<file path="config.mk">
export PLATFORM = sky130hd
export DESIGN_NAME = multilevel_priority_ready_queue_unit
export DESIGN_NICKNAME = d
export VERILOG_FILES = /design/src/rtl/mprq_pkg.sv /design/src/rtl/multilevel_priority_ready_queue_unit.sv /design/src/rtl/mprq_ctrl.sv /design/src/rtl/mprq_datapath.sv
export SDC_FILE = /design/constraint.sdc
export NUM_CORES = 1
export LEC_CHECK = 0
export BUFFER_PORTS_ARGS = -buffer_cell sky130_fd_sc_hd__buf_2
export CORE_MARGIN = 4
export CORE_UTILIZATION = 44
export CTS_CLUSTER_DIAMETER = 100
export DETAILED_ROUTE_END_ITERATION = 7
export HOLD_SLACK_MARGIN = 0.06
export PLACE_DENSITY_LB_ADDON = 0.12
export SLEW_MARGIN = 10
export SYNTH_ARGS = -nofsm -noshare
export SYNTH_HDL_FRONTEND = slang
export SYNTH_SLANG_ARGS = --single-unit
</file>
<file path="constraint.sdc">
create_clock -name clock -period 9.75 [get_ports clock]
set_input_delay 0.4875 -clock clock [delete_from_list [all_inputs] [get_ports clock]]
set_output_delay 0.4875 -clock clock [all_outputs]
set_load 0.1 [all_outputs]
</file>
<file path="src/rtl/mprq_pkg.sv">
`default_nettype none

package mprq_pkg;

   localparam int FUNC_W   = 2;
   localparam int ID_W     = 4;
   localparam int LEVEL_W  = 3;
   localparam int STATUS_W = 2;

   typedef enum logic [FUNC_W-1:0] {
      FUNC_ENQ_TAIL = 2'd0,
      FUNC_ENQ_HEAD = 2'd1,
      FUNC_DISPATCH = 2'd2
   } mprq_func_type;

   typedef enum logic [STATUS_W-1:0] {
      RSP_DONE  = 2'd0,
      RSP_EMPTY = 2'd1,
      RSP_DUP   = 2'd2
   } mprq_rsp_type;

   typedef enum logic [1:0] {
      STATE_IDLE,
      STATE_EXEC,
      STATE_LINK
   } mprq_state_type;

   // controller -> datapath
   typedef struct packed {
      logic load;         // capture request, read head/tail of selected level
      logic link_rd;      // read successor of the dispatched head
      logic finish;       // commit enqueue, short dispatch or no-op
      logic finish_link;  // commit dispatch that advances the head
   } mprq_cmd_type;

   // datapath -> controller
   typedef struct packed {
      logic disp_link;    // dispatch needs the successor link
      logic out_busy;     // result register holds an untaken result
   } mprq_stat_type;

endpackage

`default_nettype wire

</file>
<file path="src/rtl/multilevel_priority_ready_queue_unit.sv">
// Channel   Direction  Handshake            Payload
// req_      in         req_valid/req_stall  req_func, req_proc_id, req_proc_level
// rsp_      out        rsp_valid/rsp_stall  rsp_status, rsp_chosen_id
//
// Enqueues and dispatches from a level holding one entry commit after the
// registered read of the head/tail memories; a dispatch that advances the
// level head commits after that read and then the registered link read.
// Reset clears state, queued, non-empty and valid flags; no memory clearing.
// A stalled result holds the commit step; a new request is taken while a
// result waits in the output register.
`default_nettype none

module multilevel_priority_ready_queue_unit
   import mprq_pkg::*;
#(
   parameter int NUM_ENTRIES = 16,
   parameter int NUM_LEVELS  = 8
) (
   input  logic                clock,
   input  logic                reset,
   input  logic                req_valid,
   output logic                req_stall,
   input  logic [FUNC_W-1:0]   req_func,
   input  logic [ID_W-1:0]     req_proc_id,
   input  logic [LEVEL_W-1:0]  req_proc_level,
   output logic                rsp_valid,
   input  logic                rsp_stall,
   output logic [STATUS_W-1:0] rsp_status,
   output logic [ID_W-1:0]     rsp_chosen_id
);

   mprq_cmd_type  cmd;
   mprq_stat_type stat;

   mprq_ctrl u_ctrl (
      .clock     (clock),
      .reset     (reset),
      .req_valid (req_valid),
      .req_stall (req_stall),
      .stat      (stat),
      .cmd       (cmd)
   );

   mprq_datapath #(
      .NUM_ENTRIES (NUM_ENTRIES),
      .NUM_LEVELS  (NUM_LEVELS)
   ) u_datapath (
      .clock          (clock),
      .reset          (reset),
      .cmd            (cmd),
      .stat           (stat),
      .req_func       (req_func),
      .req_proc_id    (req_proc_id),
      .req_proc_level (req_proc_level),
      .rsp_valid      (rsp_valid),
      .rsp_stall      (rsp_stall),
      .rsp_status     (rsp_status),
      .rsp_chosen_id  (rsp_chosen_id)
   );

   a_busy_after_accept: assert property (@(posedge clock) disable iff (reset)
      (req_valid && !req_stall) |=> req_stall)
      else $error("request taken while previous one still in progress");

   a_result_from_work: assert property (@(posedge clock) disable iff (reset)
      $rose(rsp_valid) |-> $past(req_stall))
      else $error("result appeared without a request in progress");

   a_empty_id_zero: assert property (@(posedge clock) disable iff (reset)
      (rsp_valid && (rsp_status == RSP_EMPTY)) |-> (rsp_chosen_id == '0))
      else $error("empty dispatch returned a nonzero id");

endmodule

`default_nettype wire

</file>
<file path="src/rtl/mprq_ctrl.sv">
`default_nettype none

module mprq_ctrl
   import mprq_pkg::*;
(
   input  logic          clock,
   input  logic          reset,
   input  logic          req_valid,
   output logic          req_stall,
   input  mprq_stat_type stat,
   output mprq_cmd_type  cmd
);

   mprq_state_type state_ff;
   mprq_state_type state_in;

   always_ff @(posedge clock) begin
      if (reset) begin
         state_ff <= STATE_IDLE;
      end else begin
         state_ff <= state_in;
      end
   end

   always_comb begin
      state_in  = state_ff;
      cmd       = '0;
      req_stall = 1'b1;
      unique case (state_ff)
         STATE_IDLE: begin
            req_stall = 1'b0;
            if (req_valid) begin
               cmd.load = 1'b1;
               state_in = STATE_EXEC;
            end
         end
         STATE_EXEC: begin
            // hold until the result register can take a new result
            if (!stat.out_busy) begin
               if (stat.disp_link) begin
                  cmd.link_rd = 1'b1;
                  state_in    = STATE_LINK;
               end else begin
                  cmd.finish = 1'b1;
                  state_in   = STATE_IDLE;
               end
            end
         end
         STATE_LINK: begin
            if (!stat.out_busy) begin
               cmd.finish_link = 1'b1;
               state_in        = STATE_IDLE;
            end
         end
         default: begin
            state_in = STATE_IDLE;
         end
      endcase
   end

endmodule

`default_nettype wire

</file>
<file path="src/rtl/mprq_datapath.sv">
`default_nettype none

module mprq_datapath
   import mprq_pkg::*;
#(
   parameter int NUM_ENTRIES = 16,
   parameter int NUM_LEVELS  = 8
) (
   input  logic                clock,
   input  logic                reset,
   input  mprq_cmd_type        cmd,
   output mprq_stat_type       stat,
   input  logic [FUNC_W-1:0]   req_func,
   input  logic [ID_W-1:0]     req_proc_id,
   input  logic [LEVEL_W-1:0]  req_proc_level,
   output logic                rsp_valid,
   input  logic                rsp_stall,
   output logic [STATUS_W-1:0] rsp_status,
   output logic [ID_W-1:0]     rsp_chosen_id
);

   localparam int EntW = $clog2(NUM_ENTRIES);
   localparam int LvlW = (NUM_LEVELS > 1) ? $clog2(NUM_LEVELS) : 1;

   function automatic logic [EntW-1:0] ent_idx(input logic [ID_W-1:0] id);
      logic [EntW+ID_W-1:0] wide;
      wide = {{EntW{1'b0}}, id};
      return wide[EntW-1:0];
   endfunction

   function automatic logic [LvlW-1:0] lvl_idx(input logic [LEVEL_W-1:0] lvl);
      logic [LvlW+LEVEL_W-1:0] wide;
      wide = {{LvlW{1'b0}}, lvl};
      return wide[LvlW-1:0];
   endfunction

   // link and level memories
   logic [ID_W-1:0] link_ff [NUM_ENTRIES];
   logic [ID_W-1:0] head_ff [NUM_LEVELS];
   logic [ID_W-1:0] tail_ff [NUM_LEVELS];

   logic [NUM_ENTRIES-1:0] queued_ff;
   logic [NUM_ENTRIES-1:0] queued_in;
   logic [NUM_LEVELS-1:0]  nonempty_ff;
   logic [NUM_LEVELS-1:0]  nonempty_in;

   logic [FUNC_W-1:0] func_ff;
   logic [ID_W-1:0]   id_ff;
   logic [LvlW-1:0]   level_ff;
   logic              found_ff;
   logic              range_ok_ff;
   logic [ID_W-1:0]   head_rd_ff;
   logic [ID_W-1:0]   tail_rd_ff;
   logic [ID_W-1:0]   link_rd_ff;

   logic                rsp_valid_ff;
   logic [STATUS_W-1:0] rsp_status_ff;
   logic [ID_W-1:0]     rsp_chosen_ff;

   logic [LvlW-1:0] enc_level;
   logic [LvlW-1:0] sel_level;
   logic            req_is_disp;
   logic            is_disp;
   logic            is_enq;
   logic            lvl_ne;
   logic            is_dup;
   logic            enq_do;
   logic            disp_last;
   logic [EntW-1:0] id_e;
   logic [EntW-1:0] head_e;
   logic [EntW-1:0] tail_e;
   logic [STATUS_W-1:0] res_status;
   logic [ID_W-1:0]     res_id;

   // lowest-numbered non-empty level
   always_comb begin
      enc_level = '0;
      for (int i = NUM_LEVELS - 1; i >= 0; i--) begin
         if (nonempty_ff[i]) begin
            enc_level = LvlW'(i);
         end
      end
   end

   assign req_is_disp = (req_func == FUNC_DISPATCH);
   assign sel_level   = req_is_disp ? enc_level : lvl_idx(req_proc_level);

   always_ff @(posedge clock) begin
      if (cmd.load) begin
         func_ff     <= req_func;
         id_ff       <= req_proc_id;
         level_ff    <= sel_level;
         found_ff    <= |nonempty_ff;
         range_ok_ff <= (int'(req_proc_id) < NUM_ENTRIES) &&
                        (int'(req_proc_level) < NUM_LEVELS);
         head_rd_ff  <= head_ff[sel_level];
         tail_rd_ff  <= tail_ff[sel_level];
      end
      if (cmd.link_rd) begin
         link_rd_ff <= link_ff[head_e];
      end
   end

   assign is_disp = (func_ff == FUNC_DISPATCH);
   assign is_enq  = (func_ff == FUNC_ENQ_TAIL) || (func_ff == FUNC_ENQ_HEAD);
   assign id_e    = ent_idx(id_ff);
   assign head_e  = ent_idx(head_rd_ff);
   assign tail_e  = ent_idx(tail_rd_ff);
   assign lvl_ne  = nonempty_ff[level_ff];
   assign is_dup  = queued_ff[id_e];

   assign enq_do    = cmd.finish && is_enq && range_ok_ff && !is_dup;
   assign disp_last = cmd.finish && is_disp && found_ff;

   always_ff @(posedge clock) begin
      if (enq_do) begin
         if (!lvl_ne) begin
            head_ff[level_ff] <= id_ff;
            tail_ff[level_ff] <= id_ff;
         end else if (func_ff == FUNC_ENQ_TAIL) begin
            link_ff[tail_e]   <= id_ff;
            tail_ff[level_ff] <= id_ff;
         end else begin
            link_ff[id_e]     <= head_rd_ff;
            head_ff[level_ff] <= id_ff;
         end
      end
      if (cmd.finish_link) begin
         head_ff[level_ff] <= link_rd_ff;
      end
   end

   always_comb begin
      queued_in   = queued_ff;
      nonempty_in = nonempty_ff;
      if (enq_do) begin
         queued_in[id_e]       = 1'b1;
         nonempty_in[level_ff] = 1'b1;
      end
      if (disp_last) begin
         queued_in[head_e]     = 1'b0;
         nonempty_in[level_ff] = 1'b0;
      end
      if (cmd.finish_link) begin
         queued_in[head_e] = 1'b0;
      end
   end

   always_ff @(posedge clock) begin
      if (reset) begin
         queued_ff   <= '0;
         nonempty_ff <= '0;
      end else begin
         queued_ff   <= queued_in;
         nonempty_ff <= nonempty_in;
      end
   end

   always_comb begin
      priority if (cmd.finish_link) begin
         res_status = RSP_DONE;
         res_id     = head_rd_ff;
      end else if (is_disp) begin
         res_status = found_ff ? RSP_DONE : RSP_EMPTY;
         res_id     = found_ff ? head_rd_ff : '0;
      end else if (!is_enq || !range_ok_ff) begin
         res_status = RSP_DONE;
         res_id     = id_ff;
      end else if (is_dup) begin
         res_status = RSP_DUP;
         res_id     = id_ff;
      end else begin
         res_status = RSP_DONE;
         res_id     = id_ff;
      end
   end

   // result register: a new result may replace one that transfers this cycle
   always_ff @(posedge clock) begin
      if (reset) begin
         rsp_valid_ff <= 1'b0;
      end else if (cmd.finish || cmd.finish_link) begin
         rsp_valid_ff <= 1'b1;
      end else if (rsp_valid_ff && !rsp_stall) begin
         rsp_valid_ff <= 1'b0;
      end
   end

   always_ff @(posedge clock) begin
      if (cmd.finish || cmd.finish_link) begin
         rsp_status_ff <= res_status;
         rsp_chosen_ff <= res_id;
      end
   end

   assign stat.disp_link = is_disp && found_ff && (head_rd_ff != tail_rd_ff);
   assign stat.out_busy  = rsp_valid_ff && rsp_stall;

   assign rsp_valid     = rsp_valid_ff;
   assign rsp_status    = rsp_status_ff;
   assign rsp_chosen_id = rsp_chosen_ff;

endmodule

`default_nettype wire

</file>
==> reports/metrics.csv <==
stage,metric,value,unit
sta,worst_pin_slew,954.4,ps
layout,syn_to_final_growth,11.48,%
sta,finClkSkew,8.106,ps
layout,fin_util,50.50,%
worst_hold_path,hp-start,req_proc_id[3],
floorplanning,rows,48,
critical_path,reg2reg_slack,6410,ps
sta,relSlewSlack,36.37,%
global_route,grt_antenna_before_repair,0,
cts,cts_buffers,17,
cts,htreeDepth,4,
yosys,synth_xor_area_share,0.4441,%
global_route,grt_max_degree,34,
yosys,ys.warnings.count,0,
yosys,synth-simple-area-share,8.929,%
yosys,synthTopCellsByArea,"edfxtp_1, mux2i_1, dfxtp_1",
yosys,synth_area_per_cell,14.45,um^2
placement,dp.cells,772,
sta,hold_viol,0,
placement,io_buffers,20,
global_route,track_usage,17.38,%
power,p_clk_share,38.8,%
layout,finalNonFillerCells,804,
floorplanning,dieArea,0.02014,mm^2
cts,cts.path.max_buffers,2,
global_route,gr-total-overflow,0,
sta,max_freq,0.2992,GHz
sta,rsz0062_at_grt,false,
power,swShare,22.29,%
yosys,synth_top_flop_cell,edfxtp_1,
power,p_comb_share,7.9,%
cts,clock_sinks,183,
layout,final_cell_area,0.008795,mm^2
cts,cts_tree,built,
floorplanning,die_h,141.9,um
critical_path,r2r_end,u_datapath.link_ff[6][2],
yosys,synth_cell_types,46,
placement,dp_hpwl,11430,um
power,vdd_drop_max,100.0,uV
route,viasPerCell,5.654,
floorplanning,die-width,141.9,um
worst_hold_path,hold_class,in -> reg,
yosys,synth_top_family_by_area,multiplexers,
yosys,netlist_area,0.007889,mm^2
yosys,synthMuxAreaShare,16.65,%
yosys,synth_fp_nets,559,
route,drcViolationCount,0,
floorplanning,core,0.01742,mm^2
route,totalWireLength,16730,um
yosys,synth_top_area_cell,edfxtp_1,
layout,final_cell_mix,"edfxtp_1, mux2i_1, nor2_1, nand2_1, dfxtp_1",
route,wl_per_cell,20.81,um
power,internal_power,1282,uW
sta,min_period,3343,ps
yosys,netlist_instances,546,
placement,finalWeightedCongestion,0.8646,
route,detail_route.iter0.violations,359,
power,finalPower,1650,uW
yosys,synth_compound_area_share,5.535,%
cts,ctsRootBufferMaster,clkbuf_16,
floorplanning,ioPinCount,21,
critical_path,cp_max_fo,28,
layout,drive_gt1_share,17.44,%
layout,final_nets,579,
critical_path,worstSetupStartpointType,flip-flop,
cts,ctsResizeCount,0,
placement,postPlaceCellArea,0.008239,mm^2
yosys,synthAdderAreaFrac,0,%
critical_path,setup.worst_path.class,reg -> reg,
route,first_pass_iters,5,
worst_hold_path,holdPathEnd,u_datapath.id_e[3],
power,power.density,187.6,mW/mm^2
power,p_leak,0.003020,uW
layout,num_antenna_cells,0,
sta,setup_viol,0,
worst_hold_path,worstHoldPathCells,1,
yosys,synth_top_area_share,59.38,%
global_route,grt_pass1_wl,26080,um
layout,final_common_cell,edfxtp_1,
cts,clkTransAtPathRegs,60,ps
run,cap_violations,0,
critical_path,worstPathArrival,3440,ps
critical_path,rr_startpoint,u_datapath.id_e[0],
sta,fin_tns_setup,0,ps
cts,post_cts_buffers,0,
critical_path,reg2regPathDepth,7,
floorplanning,start_util,45.29,%
sta,fin_crit_sh,34.28,%
global_route,grt_pass1_vias,4533,
route,vias,4546,
yosys,async_reset_ff_share,0,%
cts,holdBufCountCts,0,
yosys,synth-seq-cells,183,
yosys,synth_edf_count,156,
critical_path,end_kind,flip-flop,
cts,insertion_delay,420,ps
power,net-switching-power,367.6,uW
power,p_seq_share,53.3,%
yosys,ys_seq_area_share,66.23,%
status,outcome,"finished, final reports clean",
critical_path,critPathRequiredTime,9840,ps
sta,slew_viol_final,0,
route,route.antenna.remaining_nets,0,
## power groups by stage
stage,registers (uW),logic [uW],clock network [uW]
2_1_floorplan,899,89.5,0
3_3_place_gp,896,130,0
3_5_place_dp,896,131,0
4_1_cts,880,131,652
5_1_grt,881,140,689
6_report,880,130,640
## per-stage QoR
stage | setup slack, ps | hold slack [ps]
6_report | 6407 | 238.2
3_3_place_gp | 6517 | 454.5
5_1_grt | 6177 | 226.7
2_1_floorplan | 6530 | 431.3
4_1_cts | 6398 | 224.0
3_5_place_dp | 6418 | 462.2
## worst max-delay path: stages, from the launching register on
cell	delay [ps]
edfxtp_1	320
buf_4	310
mux2_2	390
mux4_2	470
or2_1	280
a211o_1	520
mux2_4	410
nor2_1	290
## registers in the layout (all words and copies together) (netlist names)
| name | flops |
|---|---|
| u_datapath.rsp_valid | 1 |
| u_ctrl.state_ff | 2 |
| u_datapath.found_ff | 1 |
| u_datapath.link_rd_ff | 4 |
| u_datapath.link_ff | 64 |
| u_datapath.rsp_chosen_id | 4 |
| u_datapath.tail_ff | 32 |
| u_datapath.nonempty_ff | 8 |
| u_datapath.id_e | 4 |
| u_datapath.func_ff | 2 |
| u_datapath.level_ff | 3 |
| u_datapath.queued_ff | 16 |
| u_datapath.head_ff | 32 |
| u_datapath.rsp_status | 2 |
| u_datapath.tail_e | 4 |
| u_datapath.head_e | 4 |
## worst max path at each step
| stage | start | to | slack (ps) | cells past startpoint |
|---|---|---|---|---|
| 5_1_grt | u_datapath.id_e[1] | u_datapath.link_ff[8][1] | 6180 | 6 |
| 2_1_floorplan | u_datapath.id_e[0] | u_datapath.link_ff[0][3] | 6530 | 7 |
| 6_report | u_datapath.id_e[0] | u_datapath.link_ff[6][2] | 6410 | 7 |
| 3_5_place_dp | u_datapath.id_e[0] | u_datapath.link_ff[6][3] | 6420 | 7 |
| 4_1_cts | u_datapath.id_e[0] | u_datapath.link_ff[6][2] | 6400 | 7 |
| 3_3_place_gp | u_datapath.id_e[0] | u_datapath.link_ff[6][0] | 6520 | 7 |
## cell type report
class                      count  area, um^2
tap                          225       281.5
inverter                      11       41.29
clock inverter                 9       77.57
timing repair buffer          31       182.7
multi-input combinational    322        2509
fill                        1496        8622
sequential                   183        5225
clock buffer                  23       478.0
## synth_stat cells (all sizes together) (6+ instances only)
library cell  count
mux4             21
inv              10
nor2             54
a22o              6
a21oi            27
buf               7
clkbuf           23
o21ai             8
mux2i            62
a211oi            7
nand3             6
dfxtp            27
nand2            32
edfxtp          156
nor2b            12
mux2             16
nor3             26
## routing by layer
metal,GRT usage [%],up-vias,routed length [um]
met4,4.848,0,206
met1,25.64,2256,8105
met2,26.46,146,7547
met5,0,-,0
li1,-,2125,-
met3,3.505,19,871
## cell families (layout without fill, tap and decap cells)
logic type | Yosys count | after routing
and+or+nand+nor | 151 | 151
DFF | 183 | 183
muxes | 99 | 99
AOI/OAI and AO/OA | 68 | 68
buffers and inverters | 41 | 74
xor gates and xnor gates | 4 | 4
Note: power is estimated with default switching activity, not from simulation.
